[config.mk]
export PLATFORM = sky130hd
export DESIGN_NAME = csv_field_tokenizer
export DESIGN_NICKNAME = d
export VERILOG_FILES = /design/src/cft_pkg.sv /design/src/csv_field_tokenizer.sv /design/src/cft_in_stage.sv /design/src/cft_step.sv /design/src/cft_out_stage.sv
export SDC_FILE = /design/constraint.sdc
export NUM_CORES = 1
export LEC_CHECK = 0
export ABC_AREA = 1
export BUFFER_PORTS_ARGS = -buffer_cell sky130_fd_sc_hd__buf_4
export CAP_MARGIN = 5
export CORE_MARGIN = 4
export CORE_UTILIZATION = 51
export DETAILED_ROUTE_END_ITERATION = 7
export PLACE_DENSITY = 0.69
export SYNTH_ARGS = -nofsm -noshare
export SYNTH_HDL_FRONTEND = slang
export SYNTH_HIERARCHICAL = 1
export SYNTH_SLANG_ARGS = --single-unit
[constraint.sdc]
create_clock -name clk -period 7 [get_ports clk]
set_input_delay 0.35 -clock clk [delete_from_list [all_inputs] [get_ports clk]]
set_output_delay 0.35 -clock clk [all_outputs]
set_load 0.01 [all_outputs]
[src/cft_pkg.sv]
// Shared types and constants for the CSV field tokenizer.
// No dependencies; used by every module under src.
package cft_pkg;

    localparam int unsigned MAX_LEN_W   = 16;
    localparam int unsigned LINE_W      = 32;
    localparam int unsigned CHAR_W      = 8;

    localparam logic [CHAR_W-1:0]    QUOTE_CHAR   = 8'h22;
    localparam logic [CHAR_W-1:0]    COMMA_CHAR   = 8'h2C;
    localparam logic [CHAR_W-1:0]    NEWLINE_CHAR = 8'h0A;
    localparam logic [CHAR_W-1:0]    NUL_CHAR     = 8'h00;
    localparam logic [MAX_LEN_W-1:0] DEFAULT_MAX_FIELD = 16'd2000;
    localparam logic [LINE_W-1:0]    LINE_START   = 32'd1;
    localparam logic [LINE_W-1:0]    LINE_MAX     = 32'hFFFF_FFFF;

    typedef enum logic [2:0] {
        KIND_DATA      = 3'd0,
        KIND_FIELD_END = 3'd1,
        KIND_ROW_END   = 3'd2,
        KIND_INPUT_END = 3'd3,
        KIND_TOO_LONG  = 3'd4
    } kind_t;

    typedef struct packed {
        logic              eoi;
        logic [CHAR_W-1:0] data;
    } in_item_t;

    typedef struct packed {
        logic              valid;
        kind_t             kind;
        logic [CHAR_W-1:0] data;
        logic [LINE_W-1:0] line;
    } result_t;

endpackage

[src/csv_field_tokenizer.sv]
// CSV field tokenizer: takes one text byte per beat and returns content bytes, field ends,
// row ends, input end and a sticky too-long error, each with the line number after the byte.
// One byte per clock sustained unless m_axis_tready back-pressures; a byte enters an input
// register and its result, if any, then leaves the result register. The rate is set by the single
// registered update of the quote, length and line state. The field length limit
// (cfg_wr_data, reset 2000) must be written only while the block is idle.
// Depends on cft_pkg, cft_in_stage, cft_step, cft_out_stage.
module csv_field_tokenizer
(
    input  logic        clk,
    input  logic        rst_n,
    input  logic        cfg_wr_en,
    input  logic [15:0] cfg_wr_data,     // max_field_length
    input  logic        s_axis_tvalid,
    output logic        s_axis_tready,
    input  logic [7:0]  s_axis_tdata,    // [7:0] in_byte
    input  logic        s_axis_tlast,    // end_of_input
    output logic        m_axis_tvalid,
    input  logic        m_axis_tready,
    output logic [39:0] m_axis_tdata,    // [7:0] out_byte, [39:8] line_number
    output logic [2:0]  m_axis_tuser     // [2:0] kind
);

    logic [cft_pkg::MAX_LEN_W-1:0] max_len_reg;
    cft_pkg::in_item_t             in_item;
    cft_pkg::in_item_t             item;
    cft_pkg::result_t              result;
    cft_pkg::kind_t                out_kind;
    logic [cft_pkg::CHAR_W-1:0]    out_data;
    logic [cft_pkg::LINE_W-1:0]    out_line;
    logic                          item_valid;
    logic                          out_free;
    logic                          advance;

    always_ff @(posedge clk or negedge rst_n)
    begin
        if (!rst_n)
        begin
            max_len_reg <= cft_pkg::DEFAULT_MAX_FIELD;
        end
        else if (cfg_wr_en)
        begin
            max_len_reg <= cfg_wr_data;
        end
    end

    assign in_item.eoi  = s_axis_tlast;
    assign in_item.data = s_axis_tdata;
    assign advance      = item_valid && out_free;

    cft_in_stage u_in
    (
        .clk        (clk),
        .rst_n      (rst_n),
        .in_valid   (s_axis_tvalid),
        .in_ready   (s_axis_tready),
        .in_item    (in_item),
        .advance    (advance),
        .item_valid (item_valid),
        .item       (item)
    );

    cft_step u_step
    (
        .clk     (clk),
        .rst_n   (rst_n),
        .advance (advance),
        .item    (item),
        .max_len (max_len_reg),
        .result  (result)
    );

    cft_out_stage u_out
    (
        .clk       (clk),
        .rst_n     (rst_n),
        .load      (advance),
        .result    (result),
        .out_free  (out_free),
        .out_valid (m_axis_tvalid),
        .out_ready (m_axis_tready),
        .out_kind  (out_kind),
        .out_data  (out_data),
        .out_line  (out_line)
    );

    assign m_axis_tdata = {out_line, out_data};
    assign m_axis_tuser = out_kind;

`ifndef SYNTHESIS
    // only content beats carry a byte
    a_byte_zero: assert property (@(posedge clk) disable iff (!rst_n)
        (m_axis_tvalid && m_axis_tuser != cft_pkg::KIND_DATA) |-> (m_axis_tdata[7:0] == 8'd0))
        else $error("non-content beat carries a byte");

    // line number is never zero
    a_line_nz: assert property (@(posedge clk) disable iff (!rst_n)
        m_axis_tvalid |-> (m_axis_tdata[39:8] != 32'd0))
        else $error("line number zero");
`endif

endmodule

[src/cft_in_stage.sv]
// Input register stage of the CSV field tokenizer.
// Depends on cft_pkg.
module cft_in_stage
(
    input  logic              clk,
    input  logic              rst_n,
    input  logic              in_valid,
    output logic              in_ready,
    input  cft_pkg::in_item_t in_item,
    input  logic              advance,
    output logic              item_valid,
    output cft_pkg::in_item_t item
);

    logic              valid_reg;
    logic              valid_next;
    cft_pkg::in_item_t item_reg;

    assign in_ready   = !valid_reg || advance;
    assign valid_next = in_ready ? in_valid : valid_reg;

    always_ff @(posedge clk or negedge rst_n)
    begin
        if (!rst_n)
        begin
            valid_reg <= 1'b0;
        end
        else
        begin
            valid_reg <= valid_next;
        end
    end

    always_ff @(posedge clk)
    begin
        if (in_ready && in_valid)
        begin
            item_reg <= in_item;
        end
    end

    assign item_valid = valid_reg;
    assign item       = item_reg;

endmodule

[src/cft_step.sv]
// Tokenizer state and per-byte update logic.
// Depends on cft_pkg.
module cft_step
(
    input  logic                            clk,
    input  logic                            rst_n,
    input  logic                            advance,
    input  cft_pkg::in_item_t               item,
    input  logic [cft_pkg::MAX_LEN_W-1:0]   max_len,
    output cft_pkg::result_t                result
);

    logic                          inq_reg, inq_next;
    logic                          pend_reg, pend_next;
    logic [cft_pkg::MAX_LEN_W-1:0] fb_reg, fb_next;
    logic [cft_pkg::LINE_W-1:0]    line_reg, line_next;
    logic                          failed_reg, failed_next;

    logic                          is_end;
    logic                          is_quote;
    logic                          fall;
    logic                          inq_eff;
    logic                          res_valid;
    cft_pkg::kind_t                res_kind;

    assign is_end   = item.eoi || (item.data == cft_pkg::NUL_CHAR);
    assign is_quote = (item.data == cft_pkg::QUOTE_CHAR);

    always_comb
    begin
        inq_next    = inq_reg;
        pend_next   = pend_reg;
        fb_next     = fb_reg;
        line_next   = line_reg;
        failed_next = failed_reg;
        res_valid   = 1'b0;
        res_kind    = cft_pkg::KIND_DATA;
        fall        = 1'b0;
        inq_eff     = inq_reg;

        if (failed_reg)
        begin
            res_valid = 1'b1;
            res_kind  = cft_pkg::KIND_TOO_LONG;
        end
        else
        begin
            if (pend_reg)
            begin
                pend_next = 1'b0;
                priority if (is_end)
                begin
                    inq_next  = 1'b0;
                    fb_next   = '0;
                    res_valid = 1'b1;
                    res_kind  = cft_pkg::KIND_INPUT_END;
                end
                else if (is_quote)
                begin
                    // doubled quote: one literal quote, not length-checked
                    fb_next   = fb_reg + 1'b1;
                    res_valid = 1'b1;
                    res_kind  = cft_pkg::KIND_DATA;
                end
                else
                begin
                    inq_next = 1'b0;
                    inq_eff  = 1'b0;
                    fall     = 1'b1;
                end
            end
            else
            begin
                priority if (fb_reg >= max_len)
                begin
                    failed_next = 1'b1;
                    res_valid   = 1'b1;
                    res_kind    = cft_pkg::KIND_TOO_LONG;
                end
                else if (is_end)
                begin
                    inq_next  = 1'b0;
                    fb_next   = '0;
                    res_valid = 1'b1;
                    res_kind  = cft_pkg::KIND_INPUT_END;
                end
                else if (is_quote && inq_reg)
                begin
                    pend_next = 1'b1;
                end
                else if (is_quote && (fb_reg == '0))
                begin
                    inq_next = 1'b1;
                end
                else
                begin
                    fall = 1'b1;
                end
            end

            if (fall)
            begin
                priority if (!inq_eff && (item.data == cft_pkg::COMMA_CHAR))
                begin
                    inq_next  = 1'b0;
                    fb_next   = '0;
                    res_valid = 1'b1;
                    res_kind  = cft_pkg::KIND_FIELD_END;
                end
                else
                begin
                    // quoted newlines are data but still count as lines
                    if ((item.data == cft_pkg::NEWLINE_CHAR) && (line_reg != cft_pkg::LINE_MAX))
                    begin
                        line_next = line_reg + 1'b1;
                    end
                    res_valid = 1'b1;
                    if (!inq_eff && (item.data == cft_pkg::NEWLINE_CHAR))
                    begin
                        inq_next = 1'b0;
                        fb_next  = '0;
                        res_kind = cft_pkg::KIND_ROW_END;
                    end
                    else
                    begin
                        fb_next  = fb_reg + 1'b1;
                        res_kind = cft_pkg::KIND_DATA;
                    end
                end
            end
        end
    end

    always_ff @(posedge clk or negedge rst_n)
    begin
        if (!rst_n)
        begin
            inq_reg    <= 1'b0;
            pend_reg   <= 1'b0;
            fb_reg     <= '0;
            line_reg   <= cft_pkg::LINE_START;
            failed_reg <= 1'b0;
        end
        else if (advance)
        begin
            inq_reg    <= inq_next;
            pend_reg   <= pend_next;
            fb_reg     <= fb_next;
            line_reg   <= line_next;
            failed_reg <= failed_next;
        end
    end

    always_comb
    begin
        result.valid = res_valid;
        result.kind  = res_kind;
        result.data  = (res_kind == cft_pkg::KIND_DATA) ? item.data : '0;
        result.line  = line_next;
    end

`ifndef SYNTHESIS
    // the error is sticky until reset
    a_failed_sticky: assert property (@(posedge clk) disable iff (!rst_n)
        failed_reg |=> failed_reg)
        else $error("failed flag cleared without reset");

    // once failed, every beat reports too long
    a_failed_kind: assert property (@(posedge clk) disable iff (!rst_n)
        (failed_reg && advance) |-> (result.valid && result.kind == cft_pkg::KIND_TOO_LONG))
        else $error("beat after failure not reported as too long");

    // line count never goes backward
    a_line_mono: assert property (@(posedge clk) disable iff (!rst_n)
        advance |=> (line_reg >= $past(line_reg)))
        else $error("line count decreased");

    // a pending quote only exists inside a quoted field
    a_pend_inq: assert property (@(posedge clk) disable iff (!rst_n)
        pend_reg |-> inq_reg)
        else $error("quote pending outside quotes");
`endif

endmodule

[src/cft_out_stage.sv]
// Result register stage of the CSV field tokenizer.
// Depends on cft_pkg.
module cft_out_stage
(
    input  logic             clk,
    input  logic             rst_n,
    input  logic             load,
    input  cft_pkg::result_t result,
    output logic             out_free,
    output logic             out_valid,
    input  logic             out_ready,
    output cft_pkg::kind_t   out_kind,
    output logic [cft_pkg::CHAR_W-1:0] out_data,
    output logic [cft_pkg::LINE_W-1:0] out_line
);

    logic             valid_reg;
    logic             valid_next;
    cft_pkg::result_t res_reg;

    assign out_free = !valid_reg || out_ready;

    always_comb
    begin
        if (load)
        begin
            valid_next = result.valid;
        end
        else if (out_ready)
        begin
            valid_next = 1'b0;
        end
        else
        begin
            valid_next = valid_reg;
        end
    end

    always_ff @(posedge clk or negedge rst_n)
    begin
        if (!rst_n)
        begin
            valid_reg <= 1'b0;
        end
        else
        begin
            valid_reg <= valid_next;
        end
    end

    always_ff @(posedge clk)
    begin
        if (load && result.valid)
        begin
            res_reg <= result;
        end
    end

    assign out_valid = valid_reg;
    assign out_kind  = res_reg.kind;
    assign out_data  = res_reg.data;
    assign out_line  = res_reg.line;

endmodule
==> results.tsv <==
metric	value	unit
skew	0.00651	ns
power_density	236	mW/mm2
die_width	126	um
yosysSeqAreaShare	46.5	%
synthToLayoutAreaGrowth	15.7	%
h-tree-depth	4	
route.detailed.drc	0	
start_util	52.8	%
crit_fanout	81	
avgSynthCellArea	7.67	um2
postCtsSetupBuffers	0	
timing.setup.tns	0	ns
tightest_slew	0.923	ns
cp.arrival	3.31	ns
antenna_left	0	
async_reset_ff_share	57.0	%
grt_util_all_layers	20.3	%
end_kind	flop	
clkTransAtPathRegs	0.05	ns
diodes	0	
gp_congestion	0.899	
core	0.0135	mm2
nNetsFinal	1038	
first_global_vias	5410	
synth_seq_cells	121	
die_h	126	um
ir_drop	0.177	mV
pre_cts_slack	3.74	ns
regToRegSetupSlack	3.74	ns
routed_wl	16000	um
grt_pass1_wl	26400	um
cts_buffers	17	
worstPathCellList	inv_1 > ha_1 > nand2_1 > nor2_1 > nand2_1 > nand2_1 > nor2_1 > nand2_1 > nand2_1 > nand3_2 > nand2_4 > nor2_2 > nand2_1 > nand2_1 > inv_1 > buf_4	
dpl_cell_area	0.00768	mm2
max_cap_violations	0	
yosysWarnings	6	
min_period	3.26	ns
clkSinkCount	121	
postSynth.topFlopCell	dfrtp_1	
synth_cells	925	
drtPass1Iterations	5	
synthDistinctLibCells	37	
critPathMostFrequentCell	nand2_1	
layout-drive-gt1-share	13.5	%
wl_per_cell	13.6	um
hp-class	in -> async	
maxSlewHeadroom	38.5	%
slew_violations	0	
final_core_util	61.0	%
cts_tree	done	
hold_viol	0	
numPortBuffers	74	
root_buffer	clkbuf_16	
status	complete, no violations	
setup-violations-final	0	
synth-edff-count	52	
overflow	0	
postCtsHoldBufs	0	
post_cts_resized	0	
row_count	42	
clock_path_buffers	2	
start_kind	flop	
worstSetupPathType	reg -> reg	
cp_slowest_cell	nand2_4	
pin_count	75	
cpPeakStageDelay	0.57	ns
rsz0062_at_grt	no	
netlist_area	0.00710	mm2
fmax	307	MHz
fin_crit_sh	46.5	%
reg2reg_depth	16	
finalWorstSetupSlack	3.74	ns
synth_fp_nets	974	
drt_iter0_markers	500	
finalPower	1.93	mW
grt_max_degree	82	
worstReg2RegEnd	u_out/out_line[25]	
rr_startpoint	max_len_reg[7]	
vias	6111	
static-leakage-power	3.89	nW
clock_latency	0.42	ns
post_drt_via_cell_ratio	5.19	
antenna_found_initial	0	
die_area	0.0159	mm2
crit_required	7.05	ns
dp_hpwl	11000	um
finalInstanceArea	0.00821	mm2
[cell type report]
| cell class | count | area, um2 |
|---|---|---|
| Clock buffer | 21 | 450 |
| Clock inverter | 11 | 80.1 |
| Fill cell | 1238 | 5240 |
| Inverter | 100 | 380 |
| Multi-Input combinational cell | 673 | 3210 |
| Sequential cell | 121 | 3300 |
| Tap cell | 176 | 220 |
| Timing Repair Buffer | 76 | 571 |
[synth_stat cells (6+ instances only)]
master,instances,share of area (%)
dfrtp_1,62,22
a21oi_1,20,1.4
and2_1,14,1.2
nand2_2,7,0.62
o21ai_1,11,0.78
nand2_1,329,17
buf_4,6,0.63
nor3_1,24,1.7
xor2_1,9,1.1
edfxtp_1,52,22
buf_2,11,0.78
ha_1,19,3.3
clkbuf_1,7,0.37
nor2_1,79,4.2
nand3_1,86,6.1
o21ai_0,16,1.1
nand4_1,33,2.9
dfstp_2,7,2.6
inv_1,97,5.1
[power by group]
group / total (mW) / internal (mW) / leakage (nW) / switching, mW
Clock: 0.789 / 0.488 / 0.258 / 0.300
Combinational: 0.271 / 0.105 / 2.25 / 0.166
Sequential: 0.875 / 0.833 / 1.39 / 0.0412
[per-stage QoR]
step | hold WS (ns) | cells
3_5_place_dp | 0.456 | 1146
2_1_floorplan | 0.0544 | 925
4_1_cts | 0.0961 | 1178
3_3_place_gp | 0.455 | 1146
5_1_grt | 0.0925 | 1178
6_report | 0.0781 | 1178
[cells in the final DEF, fill, tap and decap left out, types with 3 or more instances in the layout]
cell,count
nor2_1,79
edfxtp_1,52
inv_1,97
clkbuf_1,3
nor2_2,4
and2_1,14
a21oi_1,20
nand2_1,329
o21ai_1,11
xor2_1,9
nor2_4,3
clkinv_2,3
nor3_2,4
nand2_2,7
buf_4,76
nor3_1,24
ha_1,19
clkbuf_16,17
nand4_1,33
dfrtp_1,62
clkinv_1,5
nand3_2,3
nand3_1,86
o21ai_0,16
dfstp_2,7
[worst max-delay path: cells and delay by family (launching register included)]
kind,cells,cell delay [ns]
buf+inv,3,0.60
simple gates,12,1.43
fa+ha+maj,1,0.30
flops,1,0.53
[cell families (layout without fill, tap and decap cells)]
| logic type | Yosys count | count (layout) | share of synthesized area, % |
|---|---|---|---|
| buffers and inverters | 131 | 208 | 8.27 |
| xor gates and xnor gates | 10 | 10 | 1.23 |
| and+or+nand+nor | 595 | 595 | 37.1 |
| adders and majority gates | 19 | 19 | 3.35 |
| DFF | 121 | 121 | 46.5 |
| AOI/OAI and AO/OA | 49 | 49 | 3.54 |
[worst max path at each step]
stage / from / end / slack [ns]
2_1_floorplan: max_len_reg[7] / u_out/out_data[0] / 3.96
3_3_place_gp: max_len_reg[7] / u_out/out_line[30] / 3.81
3_5_place_dp: max_len_reg[9] / u_out/out_line[25] / 3.74
4_1_cts: max_len_reg[7] / u_out/out_line[21] / 3.71
5_1_grt: max_len_reg[7] / u_out/out_line[25] / 3.44
6_report: max_len_reg[7] / u_out/out_line[25] / 3.74
[routing by layer]
layer  wire length, um  up-vias  track usage, %
met2              7050      166            30.1
met5                 0        -               0
met4               160        0            6.25
li1                  -     3129               -
met3               929       15            4.28
met1              7870     2801            30.2
(Power assumes the default switching activity.)
